## config.mk

```make
export PLATFORM = sky130hd
export DESIGN_NAME = load_momentum_distance_tuner_core_flat
export DESIGN_NICKNAME = d
export VERILOG_FILES = /design/src/rtl/lmdt_pkg.sv /design/src/rtl/lmdt_if.sv /design/src/rtl/lmdt_ring.sv /design/src/rtl/load_momentum_distance_tuner_core.sv /design/src/flat_wrapper.sv
export VERILOG_INCLUDE_DIRS = /design/src /design/src/rtl
export SDC_FILE = /design/constraint.sdc
export NUM_CORES = 2
export LEC_CHECK = 0
export BUFFER_PORTS_ARGS = -buffer_cell sky130_fd_sc_hd__buf_2
export CAP_MARGIN = 30
export CORE_MARGIN = 1
export CORE_UTILIZATION = 57
export CTS_CLUSTER_SIZE = 24
export DETAILED_ROUTE_END_ITERATION = 8
export PLACE_DENSITY = 0.74
export REMOVE_ABC_BUFFERS = 1
export SLEW_MARGIN = 20
export SYNTH_ARGS = -nofsm -noshare
export SYNTH_HDL_FRONTEND = slang
export SYNTH_HIERARCHICAL = 1
export SYNTH_SLANG_ARGS = --single-unit
```

## constraint.sdc

```tcl
create_clock -name clk -period 38.4 [get_ports clk]
set_input_delay 1.92 -clock clk [delete_from_list [all_inputs] [get_ports clk]]
set_output_delay 1.92 -clock clk [all_outputs]
set_load 0.02 [all_outputs]
```

## src/rtl/assert_macros.svh

```systemverilog
// Assertion helpers shared by the RTL. Each expects clk and rst_n in scope.
`ifndef ASSERT_MACROS_SVH
`define ASSERT_MACROS_SVH

// Same-cycle implication.
`define ASSERT_IMPL(label, ante, cons) \
    label: assert property (@(posedge clk) disable iff (!rst_n) (ante) |-> (cons)) \
        else $error("assertion failed");

// Next-cycle implication.
`define ASSERT_NEXT(label, ante, cons) \
    label: assert property (@(posedge clk) disable iff (!rst_n) (ante) |=> (cons)) \
        else $error("assertion failed");

`endif

```

## src/rtl/lmdt_pkg.sv

```systemverilog
`timescale 1ns / 1ps

package lmdt_pkg;

    localparam int WT_W       = 20;
    localparam int DIST_W     = 24;
    localparam int MOM_W      = 24;
    localparam int GAIN_W     = 16;
    localparam int CEIL_W     = 23;
    localparam int QTHR_W     = 48;
    localparam int THR_W      = 16;
    localparam int QLVL_W     = 2;
    localparam int MAX_LEVELS = 3;
    localparam int CFG_IDX_W  = 3;
    localparam int CFG_DATA_W = 48;

    localparam int GAIN_FRAC  = 14;
    localparam int PROD_W     = MOM_W + GAIN_W;
    localparam int RND_W      = PROD_W - GAIN_FRAC;
    localparam logic [PROD_W-1:0] ROUND_HALF = PROD_W'(1) << (GAIN_FRAC - 1);

    localparam int HISTORY_DEPTH_DEF  = 10;
    localparam int QUALITY_LEVELS_DEF = 3;

    localparam logic        [WT_W-1:0]   TARGET_RST  = WT_W'(16333);
    localparam logic        [DIST_W-1:0] DMIN_RST    = DIST_W'(640000);
    localparam logic        [DIST_W-1:0] DMAX_RST    = DIST_W'(3072000);
    localparam logic        [GAIN_W-1:0] GAIN_UP_RST = GAIN_W'(16794);
    localparam logic        [GAIN_W-1:0] GAIN_DN_RST = GAIN_W'(18022);
    localparam logic signed [MOM_W-1:0]  FLOOR_RST   = -MOM_W'(256000);
    localparam logic        [CEIL_W-1:0] CEIL_RST    = CEIL_W'(128000);
    localparam logic        [QTHR_W-1:0] QTHR_RST    = QTHR_W'(10000);

    // Momentum values in Q16.8.
    localparam logic signed [MOM_W-1:0] MOM_PLUS_ONE  = MOM_W'(256);
    localparam logic signed [MOM_W-1:0] MOM_MINUS_TWO = -MOM_W'(512);

    typedef enum logic [CFG_IDX_W-1:0] {
        CFG_TARGET_WORK_TIME  = 3'd0,
        CFG_DISTANCE_MIN      = 3'd1,
        CFG_DISTANCE_MAX      = 3'd2,
        CFG_GAIN_UP           = 3'd3,
        CFG_GAIN_DOWN         = 3'd4,
        CFG_MOMENTUM_FLOOR    = 3'd5,
        CFG_MOMENTUM_CEILING  = 3'd6,
        CFG_QUALITY_THRESHOLD = 3'd7
    } cfg_reg_t;

    // Control from the pipeline to the history ring.
    typedef struct packed {
        logic push;    // a frame transfer writes the ring
        logic retire;  // the first stage hands its item on
    } ring_ctrl_t;

endpackage

```

## src/rtl/lmdt_if.sv

```systemverilog
`timescale 1ns / 1ps

interface lmdt_frame_if;
    logic                       valid;
    logic                       ready;
    logic [lmdt_pkg::WT_W-1:0]   work_time;
    logic [lmdt_pkg::DIST_W-1:0] current_distance;
    logic                       in_menu;
    logic                       is_paused;
    logic                       is_loading;

    modport source (output valid, work_time, current_distance, in_menu, is_paused,
                    is_loading, input ready);
    modport sink (input valid, work_time, current_distance, in_menu, is_paused,
                  is_loading, output ready);
endinterface

interface lmdt_result_if;
    logic                              valid;
    logic                              ready;
    logic [lmdt_pkg::DIST_W-1:0]        new_distance;
    logic [lmdt_pkg::QLVL_W-1:0]        quality_level;
    logic                              adjusted;
    logic signed [lmdt_pkg::MOM_W-1:0]  momentum_out;

    modport source (output valid, new_distance, quality_level, adjusted, momentum_out,
                    input ready);
    modport sink (input valid, new_distance, quality_level, adjusted, momentum_out,
                  output ready);
endinterface

interface lmdt_cfg_if;
    logic                             valid;
    logic                             ready;
    logic [lmdt_pkg::CFG_IDX_W-1:0]   index;
    logic [lmdt_pkg::CFG_DATA_W-1:0]  data;

    modport source (output valid, index, data, input ready);
    modport sink (input valid, index, data, output ready);
endinterface

```

## src/rtl/lmdt_ring.sv

```systemverilog
`timescale 1ns / 1ps
`include "assert_macros.svh"

module lmdt_ring #(
    parameter int HISTORY_DEPTH = lmdt_pkg::HISTORY_DEPTH_DEF,
    parameter int CNT_W         = $clog2(HISTORY_DEPTH + 1),
    parameter int SUM_W         = lmdt_pkg::WT_W + CNT_W
) (
    input  logic                      clk,
    input  logic                      rst_n,
    input  lmdt_pkg::ring_ctrl_t      ctrl,
    input  logic [lmdt_pkg::WT_W-1:0] wt,
    output logic [SUM_W-1:0]          sum_next,
    output logic [CNT_W-1:0]          count_s1
);
    import lmdt_pkg::*;

    localparam int IDX_W = (HISTORY_DEPTH > 1) ? $clog2(HISTORY_DEPTH) : 1;
    localparam logic [CNT_W-1:0] FULL_CNT = CNT_W'(HISTORY_DEPTH);
    localparam logic [IDX_W-1:0] LAST_IDX = IDX_W'(HISTORY_DEPTH - 1);

    logic [WT_W-1:0]  mem [HISTORY_DEPTH];
    logic [WT_W-1:0]  rd_data_reg;
    logic [WT_W-1:0]  wt_s1_reg;
    logic             full_s1_reg;
    logic [CNT_W-1:0] count_s1_reg;
    logic [IDX_W-1:0] idx_reg;
    logic [IDX_W-1:0] idx_next;
    logic [CNT_W-1:0] count_reg;
    logic [CNT_W-1:0] count_next;
    logic [SUM_W-1:0] sum_reg;
    logic             full;

    // Read-first port: the entry about to be overwritten is registered in
    // rd_data_reg as the new value is written. Consecutive pushes go to
    // different entries, so no forwarding is needed.
    always_ff @(posedge clk)
    begin
        if (ctrl.push)
        begin
            rd_data_reg  <= mem[idx_reg];
            mem[idx_reg] <= wt;
        end
    end

    assign full       = (count_reg == FULL_CNT);
    assign idx_next   = (idx_reg == LAST_IDX) ? '0 : idx_reg + IDX_W'(1);
    assign count_next = full ? count_reg : count_reg + CNT_W'(1);

    always_ff @(posedge clk)
    begin
        if (ctrl.push)
        begin
            wt_s1_reg    <= wt;
            full_s1_reg  <= full;
            count_s1_reg <= count_next;
        end
    end

    always_ff @(posedge clk or negedge rst_n)
    begin
        if (!rst_n)
        begin
            idx_reg   <= '0;
            count_reg <= '0;
            sum_reg   <= '0;
        end
        else
        begin
            if (ctrl.push)
            begin
                idx_reg   <= idx_next;
                count_reg <= count_next;
            end
            if (ctrl.retire)
                sum_reg <= sum_next;
        end
    end

    assign sum_next = sum_reg - (full_s1_reg ? SUM_W'(rd_data_reg) : '0) + SUM_W'(wt_s1_reg);
    assign count_s1 = count_s1_reg;

    // While the ring fills, the write pointer tracks the fill count.
    `ASSERT_IMPL(a_idx_tracks_count, count_reg != FULL_CNT, count_reg == CNT_W'(idx_reg))
    `ASSERT_NEXT(a_full_sticky, count_reg == FULL_CNT, count_reg == FULL_CNT)

endmodule

```

## src/rtl/load_momentum_distance_tuner_core.sv

```systemverilog
// A frame passes stages 1 to 4, then the output register. Throughput: one
// frame per cycle unless the result side stalls; the momentum loop (one
// 24x16 multiply, rounding and limit per cycle) and the one-port history
// ring set this rate. Reset: momentum +1.0, empty history, config registers
// at defaults; the ring is not cleared: entries are read only after a write.
`timescale 1ns / 1ps
`include "assert_macros.svh"

module load_momentum_distance_tuner_core #(
    parameter int HISTORY_DEPTH  = lmdt_pkg::HISTORY_DEPTH_DEF,
    parameter int QUALITY_LEVELS = lmdt_pkg::QUALITY_LEVELS_DEF
) (
    input  logic          clk,
    input  logic          rst_n,
    lmdt_frame_if.sink    frame,
    lmdt_result_if.source result,
    lmdt_cfg_if.sink      cfg
);
    import lmdt_pkg::*;

    localparam int CNT_W    = $clog2(HISTORY_DEPTH + 1);
    localparam int SUM_W    = WT_W + CNT_W;
    localparam int QUAL_LIM = (QUALITY_LEVELS < MAX_LEVELS) ? QUALITY_LEVELS : MAX_LEVELS;

    // Configuration registers
    logic        [WT_W-1:0]   target_reg;
    logic        [DIST_W-1:0] dmin_reg;
    logic        [DIST_W-1:0] dmax_reg;
    logic        [GAIN_W-1:0] gain_up_reg;
    logic        [GAIN_W-1:0] gain_dn_reg;
    logic signed [MOM_W-1:0]  floor_reg;
    logic        [CEIL_W-1:0] ceil_reg;
    logic        [QTHR_W-1:0] qthr_reg;

    logic signed [MOM_W-1:0]  momentum_reg;
    logic signed [MOM_W-1:0]  momentum_next;

    logic advance;
    logic accept;
    ring_ctrl_t ring_ctrl;

    // Stage 1: ring read data arrives
    logic              v1_reg;
    logic [DIST_W-1:0] cur_s1_reg;
    logic              hold_s1_reg;
    logic [SUM_W-1:0]  sum_next;
    logic [CNT_W-1:0]  count_s1;

    // Stage 2: running sum and target product
    logic              v2_reg;
    logic [SUM_W-1:0]  sum_s2_reg;
    logic [SUM_W-1:0]  thr_s2_reg;
    logic [DIST_W-1:0] cur_s2_reg;
    logic              hold_s2_reg;

    // Stage 3: momentum update
    logic              v3_reg;
    logic              below_s3_reg;
    logic [DIST_W-1:0] cur_s3_reg;
    logic              hold_s3_reg;

    // Stage 4: distance and quality
    logic                    v4_reg;
    logic [DIST_W-1:0]       cur_s4_reg;
    logic                    hold_s4_reg;
    logic signed [MOM_W-1:0] mom_s4_reg;

    // Output register
    logic                    out_valid_reg;
    logic [DIST_W-1:0]       nd_out_reg;
    logic [QLVL_W-1:0]       q_out_reg;
    logic                    adj_out_reg;
    logic signed [MOM_W-1:0] mom_out_reg;

    assign advance     = !out_valid_reg || result.ready;
    assign accept      = frame.valid && advance;
    assign frame.ready = advance;
    assign cfg.ready   = 1'b1;

    assign ring_ctrl.push   = accept;
    assign ring_ctrl.retire = v1_reg && advance;

    lmdt_ring #(
        .HISTORY_DEPTH (HISTORY_DEPTH),
        .CNT_W         (CNT_W),
        .SUM_W         (SUM_W)
    ) u_ring (
        .clk      (clk),
        .rst_n    (rst_n),
        .ctrl     (ring_ctrl),
        .wt       (frame.work_time),
        .sum_next (sum_next),
        .count_s1 (count_s1)
    );

    always_ff @(posedge clk or negedge rst_n)
    begin
        if (!rst_n)
        begin
            target_reg  <= TARGET_RST;
            dmin_reg    <= DMIN_RST;
            dmax_reg    <= DMAX_RST;
            gain_up_reg <= GAIN_UP_RST;
            gain_dn_reg <= GAIN_DN_RST;
            floor_reg   <= FLOOR_RST;
            ceil_reg    <= CEIL_RST;
            qthr_reg    <= QTHR_RST;
        end
        else if (cfg.valid)
        begin
            unique case (cfg_reg_t'(cfg.index))
                CFG_TARGET_WORK_TIME:  target_reg  <= cfg.data[WT_W-1:0];
                CFG_DISTANCE_MIN:      dmin_reg    <= cfg.data[DIST_W-1:0];
                CFG_DISTANCE_MAX:      dmax_reg    <= cfg.data[DIST_W-1:0];
                CFG_GAIN_UP:           gain_up_reg <= cfg.data[GAIN_W-1:0];
                CFG_GAIN_DOWN:         gain_dn_reg <= cfg.data[GAIN_W-1:0];
                CFG_MOMENTUM_FLOOR:    floor_reg   <= $signed(cfg.data[MOM_W-1:0]);
                CFG_MOMENTUM_CEILING:  ceil_reg    <= cfg.data[CEIL_W-1:0];
                CFG_QUALITY_THRESHOLD: qthr_reg    <= cfg.data[QTHR_W-1:0];
                default: ;
            endcase
        end
    end

    // Valid bits of the pipeline and the momentum register.
    always_ff @(posedge clk or negedge rst_n)
    begin
        if (!rst_n)
        begin
            v1_reg        <= 1'b0;
            v2_reg        <= 1'b0;
            v3_reg        <= 1'b0;
            v4_reg        <= 1'b0;
            out_valid_reg <= 1'b0;
            momentum_reg  <= MOM_PLUS_ONE;
        end
        else if (advance)
        begin
            v1_reg        <= accept;
            v2_reg        <= v1_reg;
            v3_reg        <= v2_reg;
            v4_reg        <= v3_reg;
            out_valid_reg <= v4_reg;
            if (v3_reg && !hold_s3_reg)
                momentum_reg <= momentum_next;
        end
    end

    // Momentum step: reversal resets, otherwise scale the magnitude by the
    // selected gain, round half away from zero and limit.
    logic [MOM_W-1:0]        mag_s3;
    logic [GAIN_W-1:0]       gain_s3;
    logic [PROD_W-1:0]       prod_s3;
    logic [RND_W-1:0]        rnd_s3;
    logic signed [RND_W:0]   neg_s3;

    always_comb
    begin
        mag_s3  = momentum_reg[MOM_W-1] ? (~momentum_reg + MOM_W'(1)) : momentum_reg;
        gain_s3 = below_s3_reg ? gain_up_reg : gain_dn_reg;
        prod_s3 = PROD_W'(mag_s3) * PROD_W'(gain_s3) + ROUND_HALF;
        rnd_s3  = prod_s3[PROD_W-1:GAIN_FRAC];
        neg_s3  = -$signed({1'b0, rnd_s3});
        if (below_s3_reg)
        begin
            if (momentum_reg[MOM_W-1])
                momentum_next = MOM_PLUS_ONE;
            else if (rnd_s3 > RND_W'(ceil_reg))
                momentum_next = MOM_W'(ceil_reg);
            else
                momentum_next = rnd_s3[MOM_W-1:0];
        end
        else
        begin
            if (!momentum_reg[MOM_W-1] && (momentum_reg != '0))
                momentum_next = MOM_MINUS_TWO;
            else if (neg_s3 < (RND_W+1)'(floor_reg))
                momentum_next = floor_reg;
            else
                momentum_next = neg_s3[MOM_W-1:0];
        end
    end

    // Distance limit and quality level.
    logic signed [DIST_W+1:0] dsum_s4;
    logic signed [DIST_W+1:0] dlim_s4;
    logic [DIST_W-1:0]        nd_s4;
    logic [THR_W-1:0]         ip_s4;
    logic [QLVL_W-1:0]        q_s4;

    always_comb
    begin
        dsum_s4 = $signed({2'b00, cur_s4_reg}) + (DIST_W+2)'(mom_s4_reg);
        dlim_s4 = dsum_s4;
        if (dlim_s4 > $signed({2'b00, dmax_reg}))
            dlim_s4 = $signed({2'b00, dmax_reg});
        if (dlim_s4 < $signed({2'b00, dmin_reg}))
            dlim_s4 = $signed({2'b00, dmin_reg});
        nd_s4 = hold_s4_reg ? cur_s4_reg : dlim_s4[DIST_W-1:0];
        ip_s4 = nd_s4[DIST_W-1:DIST_W-THR_W];
        q_s4  = QLVL_W'(QUAL_LIM);
        for (int i = QUAL_LIM - 1; i >= 0; i--)
        begin
            if (ip_s4 < qthr_reg[i*THR_W +: THR_W])
                q_s4 = QLVL_W'(i);
        end
    end

    // Stage payloads carry no reset.
    always_ff @(posedge clk)
    begin
        if (advance)
        begin
            if (accept)
            begin
                cur_s1_reg  <= frame.current_distance;
                hold_s1_reg <= frame.in_menu || frame.is_paused || frame.is_loading;
            end
            sum_s2_reg   <= sum_next;
            thr_s2_reg   <= SUM_W'(target_reg) * SUM_W'(count_s1);
            cur_s2_reg   <= cur_s1_reg;
            hold_s2_reg  <= hold_s1_reg;
            below_s3_reg <= (sum_s2_reg < thr_s2_reg);
            cur_s3_reg   <= cur_s2_reg;
            hold_s3_reg  <= hold_s2_reg;
            cur_s4_reg   <= cur_s3_reg;
            hold_s4_reg  <= hold_s3_reg;
            mom_s4_reg   <= hold_s3_reg ? momentum_reg : momentum_next;
            if (v4_reg)
            begin
                nd_out_reg  <= nd_s4;
                q_out_reg   <= q_s4;
                adj_out_reg <= !hold_s4_reg;
                mom_out_reg <= mom_s4_reg;
            end
        end
    end

    assign result.valid         = out_valid_reg;
    assign result.new_distance  = nd_out_reg;
    assign result.quality_level = q_out_reg;
    assign result.adjusted      = adj_out_reg;
    assign result.momentum_out  = mom_out_reg;

    // Under target the momentum can only end up non-negative.
    `ASSERT_NEXT(a_under_nonneg, advance && v3_reg && !hold_s3_reg && below_s3_reg,
                 !momentum_reg[MOM_W-1])
    // A held frame leaves the momentum alone.
    `ASSERT_NEXT(a_hold_keeps_mom, advance && v3_reg && hold_s3_reg, $stable(momentum_reg))
    // With sane limits an adjusted distance lies between them.
    `ASSERT_IMPL(a_dist_in_limits, out_valid_reg && adj_out_reg && (dmin_reg <= dmax_reg),
                 (nd_out_reg >= dmin_reg) && (nd_out_reg <= dmax_reg))

endmodule
```

## src/flat_wrapper.sv

```systemverilog
// flat-port wrapper written by rule: the top's interface ports become plain ports
module load_momentum_distance_tuner_core_flat import lmdt_pkg::*;
#(
    parameter int HISTORY_DEPTH  = lmdt_pkg::HISTORY_DEPTH_DEF,
    parameter int QUALITY_LEVELS = lmdt_pkg::QUALITY_LEVELS_DEF
)
  (clk, rst_n, frame_valid, frame_work_time, frame_current_distance, frame_in_menu, frame_is_paused, frame_is_loading, frame_ready, result_valid, result_new_distance, result_quality_level, result_adjusted, result_momentum_out, result_ready, cfg_valid, cfg_index, cfg_data, cfg_ready);
  lmdt_frame_if frame_i ();
  lmdt_result_if result_i ();
  lmdt_cfg_if cfg_i ();
  input  logic clk;
  input  logic rst_n;
  input wire logic [$bits(frame_i.valid)-1:0] frame_valid;
  input wire logic [$bits(frame_i.work_time)-1:0] frame_work_time;
  input wire logic [$bits(frame_i.current_distance)-1:0] frame_current_distance;
  input wire logic [$bits(frame_i.in_menu)-1:0] frame_in_menu;
  input wire logic [$bits(frame_i.is_paused)-1:0] frame_is_paused;
  input wire logic [$bits(frame_i.is_loading)-1:0] frame_is_loading;
  output wire logic [$bits(frame_i.ready)-1:0] frame_ready;
  output wire logic [$bits(result_i.valid)-1:0] result_valid;
  output wire logic [$bits(result_i.new_distance)-1:0] result_new_distance;
  output wire logic [$bits(result_i.quality_level)-1:0] result_quality_level;
  output wire logic [$bits(result_i.adjusted)-1:0] result_adjusted;
  output wire logic [$bits(result_i.momentum_out)-1:0] result_momentum_out;
  input wire logic [$bits(result_i.ready)-1:0] result_ready;
  input wire logic [$bits(cfg_i.valid)-1:0] cfg_valid;
  input wire logic [$bits(cfg_i.index)-1:0] cfg_index;
  input wire logic [$bits(cfg_i.data)-1:0] cfg_data;
  output wire logic [$bits(cfg_i.ready)-1:0] cfg_ready;
  assign frame_i.valid = frame_valid;
  assign frame_i.work_time = frame_work_time;
  assign frame_i.current_distance = frame_current_distance;
  assign frame_i.in_menu = frame_in_menu;
  assign frame_i.is_paused = frame_is_paused;
  assign frame_i.is_loading = frame_is_loading;
  assign frame_ready = frame_i.ready;
  assign result_valid = result_i.valid;
  assign result_new_distance = result_i.new_distance;
  assign result_quality_level = result_i.quality_level;
  assign result_adjusted = result_i.adjusted;
  assign result_momentum_out = result_i.momentum_out;
  assign result_i.ready = result_ready;
  assign cfg_i.valid = cfg_valid;
  assign cfg_i.index = cfg_index;
  assign cfg_i.data = cfg_data;
  assign cfg_ready = cfg_i.ready;
  load_momentum_distance_tuner_core #(.HISTORY_DEPTH(HISTORY_DEPTH), .QUALITY_LEVELS(QUALITY_LEVELS)) u_core (.clk(clk), .rst_n(rst_n), .frame(frame_i), .result(result_i), .cfg(cfg_i));
endmodule
```

# Word level (Yosys, flattened, before mapping)

Memory sizes are Yosys's and may differ from the RTL's. A register that Yosys moved wholly into a read port is not among the register bits.
Cells that the tools add are included.
Widths: inputs -> output; s select.

Bits in registers: 505
Latch bits: 0
Memory bits (writable): 200
Memory bits (read-only): 0
Output and inout port bits: 54
Memories kept: 1

Memory list:

| memory            | words | width | rd ports | clocked after Yosys merged registers in | wr ports | line            | text |
|---|---|---|---|---|---|---|---|
| u_core.u_ring.mem | 10    | 20    | 1        | 1                                       | 1        | lmdt_ring.sv:22 | `logic [WT_W-1:0] mem [HISTORY_DEPTH];` |

Add/sub/neg operators: 8
$mul: 2
Div/mod/pow operators: 0
Order comparisons: 8
Equal/unequal tests: 9
Shifts and indexed selects: 0
Multiplexer cells: 18
Bitwise gates (word level): 1
Reductions and logical operators: 25

Operator list:

| cell                   | count |
|---|---|
| $mux 24                | 9 |
| $lt 16x16->1           | 3 |
| $add 40x14->40 const B | 1 |
| $mul 24x16->40         | 1 |
| $lt 27x24->1           | 1 |
| $neg 26->27            | 1 |
| $add 25x24->26         | 1 |
| $gt 26x23->1           | 1 |
| $gt 26x25->1           | 1 |
| $lt 26x25->1           | 1 |
| $mux 26                | 1 |
| $add 24x2->24 const B  | 1 |
| $add 24x20->24         | 1 |
| $lt 24x24->1           | 1 |
| $mul 20x4->24          | 1 |
| $not 24->24            | 1 |
| $reduce_bool 24->1     | 1 |
| $sub 24x20->24         | 1 |
| $reduce_and 2->1       | 11 |
| $mux 20                | 1 |
| $mux 16                | 1 |
| $eq 3x3->1 const B     | 4 |
| $add 4x1->4 const B    | 2 |
| $eq 4x4->1 const B     | 2 |
| other kinds (9)        | 22 |

# Depth between registers and ports, before layout

Depth in word-level cells: 11
Gate-level depth with buffers: 51
Gate-level depth less buffers: 48

# Modules after synthesis

The synthesis kept the hierarchy.

By module, submodules not included:

| module                            | instances | cells each | area an instance (µm²) |
|---|---|---|---|
| load_momentum_distance_tuner_core | 1         | 3696       | 38002.7 |
| lmdt_ring                         | 1         | 838        | 12555.8 |

# Least setup slack after synthesis

Ideal clock, no wire load.

Kind: reg2reg
Start point: reg u_core.momentum_reg[4]
End point: reg u_core.mom_s4_reg[23] (data pin)
Library setup time: 271 ps
Data arrival time: 11849 ps
Data required time: 38129 ps
Path slack: 26280 ps
Cell stages (with the launch flop): 45
Cell sequence: dfrtp_1 > clkbuf_1 > or4_1 > nor4_1 > nand2b_1 > or4_1 > or2_2 > o31ai_1 > xnor2_1 > nand2_1 > fa_1 > fa_1 > fa_1 > inv_1 > fa_1 > fa_1 > inv_1 > fa_1 > [... 9 more ...] > o21bai_4 > or4_4 > nor3_1 > xnor2_1 > ha_1 > a21o_1 > a21o_1 > a21o_1 > a21o_1 > a21oi_1 > nor2_1 > a2111oi_0 > mux2i_1 > clkbuf_1 > clkbuf_1 > o21ai_0 > a21oi_1 > o31ai_1

Longest elaborated chain between the ends: 11
Elaborated cells between the ends (all ways): 16
Classes of those cells: 3 x add/sub; 1 x mul; 2 x order compare; 7 x mux; 1 x bitwise; 2 x reduce/logical

Ends and longest elaborated chain:

| what                   | line                                     | text |
|---|---|---|
| from (decl)            | load_momentum_distance_tuner_core.sv:35  | `logic signed [MOM_W-1:0] momentum_reg;` |
| from (signal assigned) | load_momentum_distance_tuner_core.sv:145 | `momentum_reg <= momentum_next;` |
| $not 24->24            | load_momentum_distance_tuner_core.sv:159 | `mag_s3 = momentum_reg[MOM_W-1] ? (~momentum_reg + MOM_W'(1)) : momentum_reg;` |
| $add 24x2->24          | load_momentum_distance_tuner_core.sv:159 |  |
| $mux 24                | load_momentum_distance_tuner_core.sv:159 |  |
| $mul 24x16->40         | load_momentum_distance_tuner_core.sv:161 | `prod_s3 = PROD_W'(mag_s3) * PROD_W'(gain_s3) + ROUND_HALF;` |
| $add 40x14->40         | load_momentum_distance_tuner_core.sv:161 |  |
| $neg 26->27            | load_momentum_distance_tuner_core.sv:163 | `neg_s3 = -$signed({1'b0, rnd_s3});` |
| $lt 27x24->1           | load_momentum_distance_tuner_core.sv:177 | `else if (neg_s3 < (RND_W+1)'(floor_reg))` |
| $mux 24                | load_momentum_distance_tuner_core.sv:177 |  |
| $mux 24                | load_momentum_distance_tuner_core.sv:175 | `if (!momentum_reg[MOM_W-1] && (momentum_reg != '0))` |
| $mux 24 (*)            | load_momentum_distance_tuner_core.sv:164 | `if (below_s3_reg)` |
| $mux 24 (*)            | load_momentum_distance_tuner_core.sv:228 | `mom_s4_reg <= hold_s3_reg ? momentum_reg : momentum_next;` |
| to (signal assigned)   | load_momentum_distance_tuner_core.sv:228 |  |
| to (decl)              | load_momentum_distance_tuner_core.sv:66  | `logic signed [MOM_W-1:0] mom_s4_reg;` |

Every way passes the cells marked *; elsewhere a longest branch is shown, timed or not.
A chain may end at the register's enable or synchronous reset.

# Final worst setup path

Start point: reg u_core.momentum_reg[6]
End point: reg u_core.mom_s4_reg[19] (data pin)

The elaborated chain is that of the path after synthesis.

==> run metrics <==
I/O pin cnt=157; slowest stage delay, CP=660 ps; layout cells sized above 1=0.158; first-pass GRT wire length=197000 um; Pins Over Slew Limit=0; TNS Setup=0 ps; Avg Inst Size Synth=11.2 sq um; initial core utilization=0.579; DR WL/cell=21.2 um; DRT Pass-1 Iters=6; most frequent CP cell=fa_1; vias in the first global route=34900; crit start category=flop; EDFF count, synth=469; Final Skew=24.9 ps; Final Critical Period=13390 ps; initial antenna violation count=2; area growth from synthesis to layout=9.78%; Fmax=74.7 MHz; Vias=34300; Async SR Flop Fraction=0.353; worst min path class=flop to flop; yosys warns=6; max FFs per register=200; synthesized flop and latch total=725; Tightest Pin Transition=1090 ps; Relative slew margins=0.268; share of the yosys chip area belonging to registers=0.407; Max Buffers Root-to-Sink=3; CP Data Required Time=38780 ps; postcts setup bufs=0; Cells after Synth=4534; status=complete, no violations; CP max-delay cell=or4_1; Die Wd=300 um; hold-critical path depth=0; CP arrival=13780 ps; Via density=5.80; root buffer cell=clkbuf_16; commonest non-fill, non-tap cells in the layout=inv_1, edfxtp_1, nand2_1; synthesized area=50600 sq um; Routability Congestion=0.955; Hold Buf Count CTS=0; Fin. Hold Viols=0; clk_lat worst skew=640 ps; RSZ-0062 raised after global routing=false; worst r2r path cells=41; CTS tree=yes; gr ovfl total=0; Routed Antenna Nets=0; DRC Markers=0; CTS resizes=0; drt first-iter violations=2564; count of different cell masters after synthesis=102; GRT Util Overall=0.284; largest net degree at the start of global routing=147; Buffers on Ports=155; maximum fanout along the worst path=33; critical path class=flop to flop; commonest non-fill, non-tap cell in the layout=inv_1; total CTS buffers=76; final setup vio count=0; # nets final=5532; max-cap violation count=0; clk sinks=725; final worst-path cycle share=0.349; Total Wirelength=125000 um; DP HPWL=92100 um; Cell Rows=108; die area=89900 sq um; Die Height=300 um; Synth Flop Type=edfxtp_1; clock slew at reported path FFs=60 ps; core footprint=87300 sq um; H-tree depth=3; Setup crit end kind=flop
cells in the mapped netlist (71+ instances only):
cell type | n | share of area
dfrtp_1 | 200 | 0.099
inv_1 | 658 | 0.049
ha_1 | 372 | 0.092
a21o_1 | 71 | 0.011
o21ai_0 | 156 | 0.015
xnor2_1 | 101 | 0.017
and2_1 | 81 | 0.010
nor2_1 | 315 | 0.023
mux2_2 | 237 | 0.053
a21oi_1 | 192 | 0.019
edfxtp_1 | 469 | 0.28
fa_1 | 363 | 0.14
nand2_1 | 434 | 0.032
clkbuf_1 | 123 | 0.0091
per-stage QoR:
| stage | cell area [sq um] | hold WS [ps] | std cells | setup slack [ps] | utilization |
|---|---|---|---|---|---|
| floorplan | 49900 | 400 | 4383 | 25110 | - |
| global route | 55500 | 422 | 5913 | 24220 | 0.636 |
| detailed placement | 52800 | 405 | 5757 | 24920 | 0.604 |
| global placement | 52700 | 401 | 5753 | 25100 | 0.604 |
| finish | 55500 | 414 | 5916 | 25010 | 0.636 |
| CTS | 55400 | 418 | 5898 | 24850 | 0.635 |
final cells by class:
type / count / area (sq um)
diodes: 4 / 10.0
clock buffers: 103 / 2150
clock inverters: 38 / 489
fillers: 6709 / 31800
inverters: 660 / 2480
multi-input cells: 2998 / 27000
flip-flops and latches: 725 / 20600
well taps: 1155 / 1450
repair buffers: 233 / 1390
cell families (layout without fill, tap and decap cells):
logic type,count (synthesis),after routing,share of synthesized area
simple gates,1125,1125,0.103
buf+inv,811,1034,0.0614
fa+ha+maj,735,735,0.236
flops,725,725,0.407
compound gates,638,638,0.0810
mux,349,349,0.0856
xor+xnor,150,150,0.0264
other cells,1,5,0.0000742
critical path: cells and delay by family (launching register included):
kind,cells,cell delay [ps]
AOI/OAI and AO/OA,9,2370
DFF,1,450
muxes,3,860
adders and majority gates,8,3800
xor gates and xnor gates,3,810
and+or+nand+nor,13,4160
buffers and inverters,5,660
final timing paths:
path | start | endpoint | slack (ps)
min in group asynchronous | rst_n | u_core/u_ring/idx_reg[0]$_DFFE_PN0P_ | 1360
min | u_core/cur_s2_reg[18]$_DFFE_PN_ | u_core/cur_s3_reg[18]$_DFFE_PN_ | 410
max | u_core/momentum_reg[6]$_DFFE_PN0P_ | u_core/mom_s4_reg[19]$_DFFE_PN_ | 25010
min reg2reg | u_core/cur_s2_reg[18]$_DFFE_PN_ | u_core/cur_s3_reg[18]$_DFFE_PN_ | 410
max reg2reg | u_core/momentum_reg[6]$_DFFE_PN0P_ | u_core/mom_s4_reg[19]$_DFFE_PN_ | 25010
max in group asynchronous | rst_n | u_core/gain_dn_reg[8]$_DFFE_PN0P_ | 35600
routing by layer:
metal	global-route usage	share of wire	vias up
li1	-	-	15800
met1	0.379	0.41	17100
met2	0.474	0.49	1215
met3	0.0457	0.069	247
met4	0.0963	0.033	0
met5	0	0	-
Power is left out: the tool's default activity adds up to more than one toggle a clock period on the data nets, which glitch-free logic cannot reach.
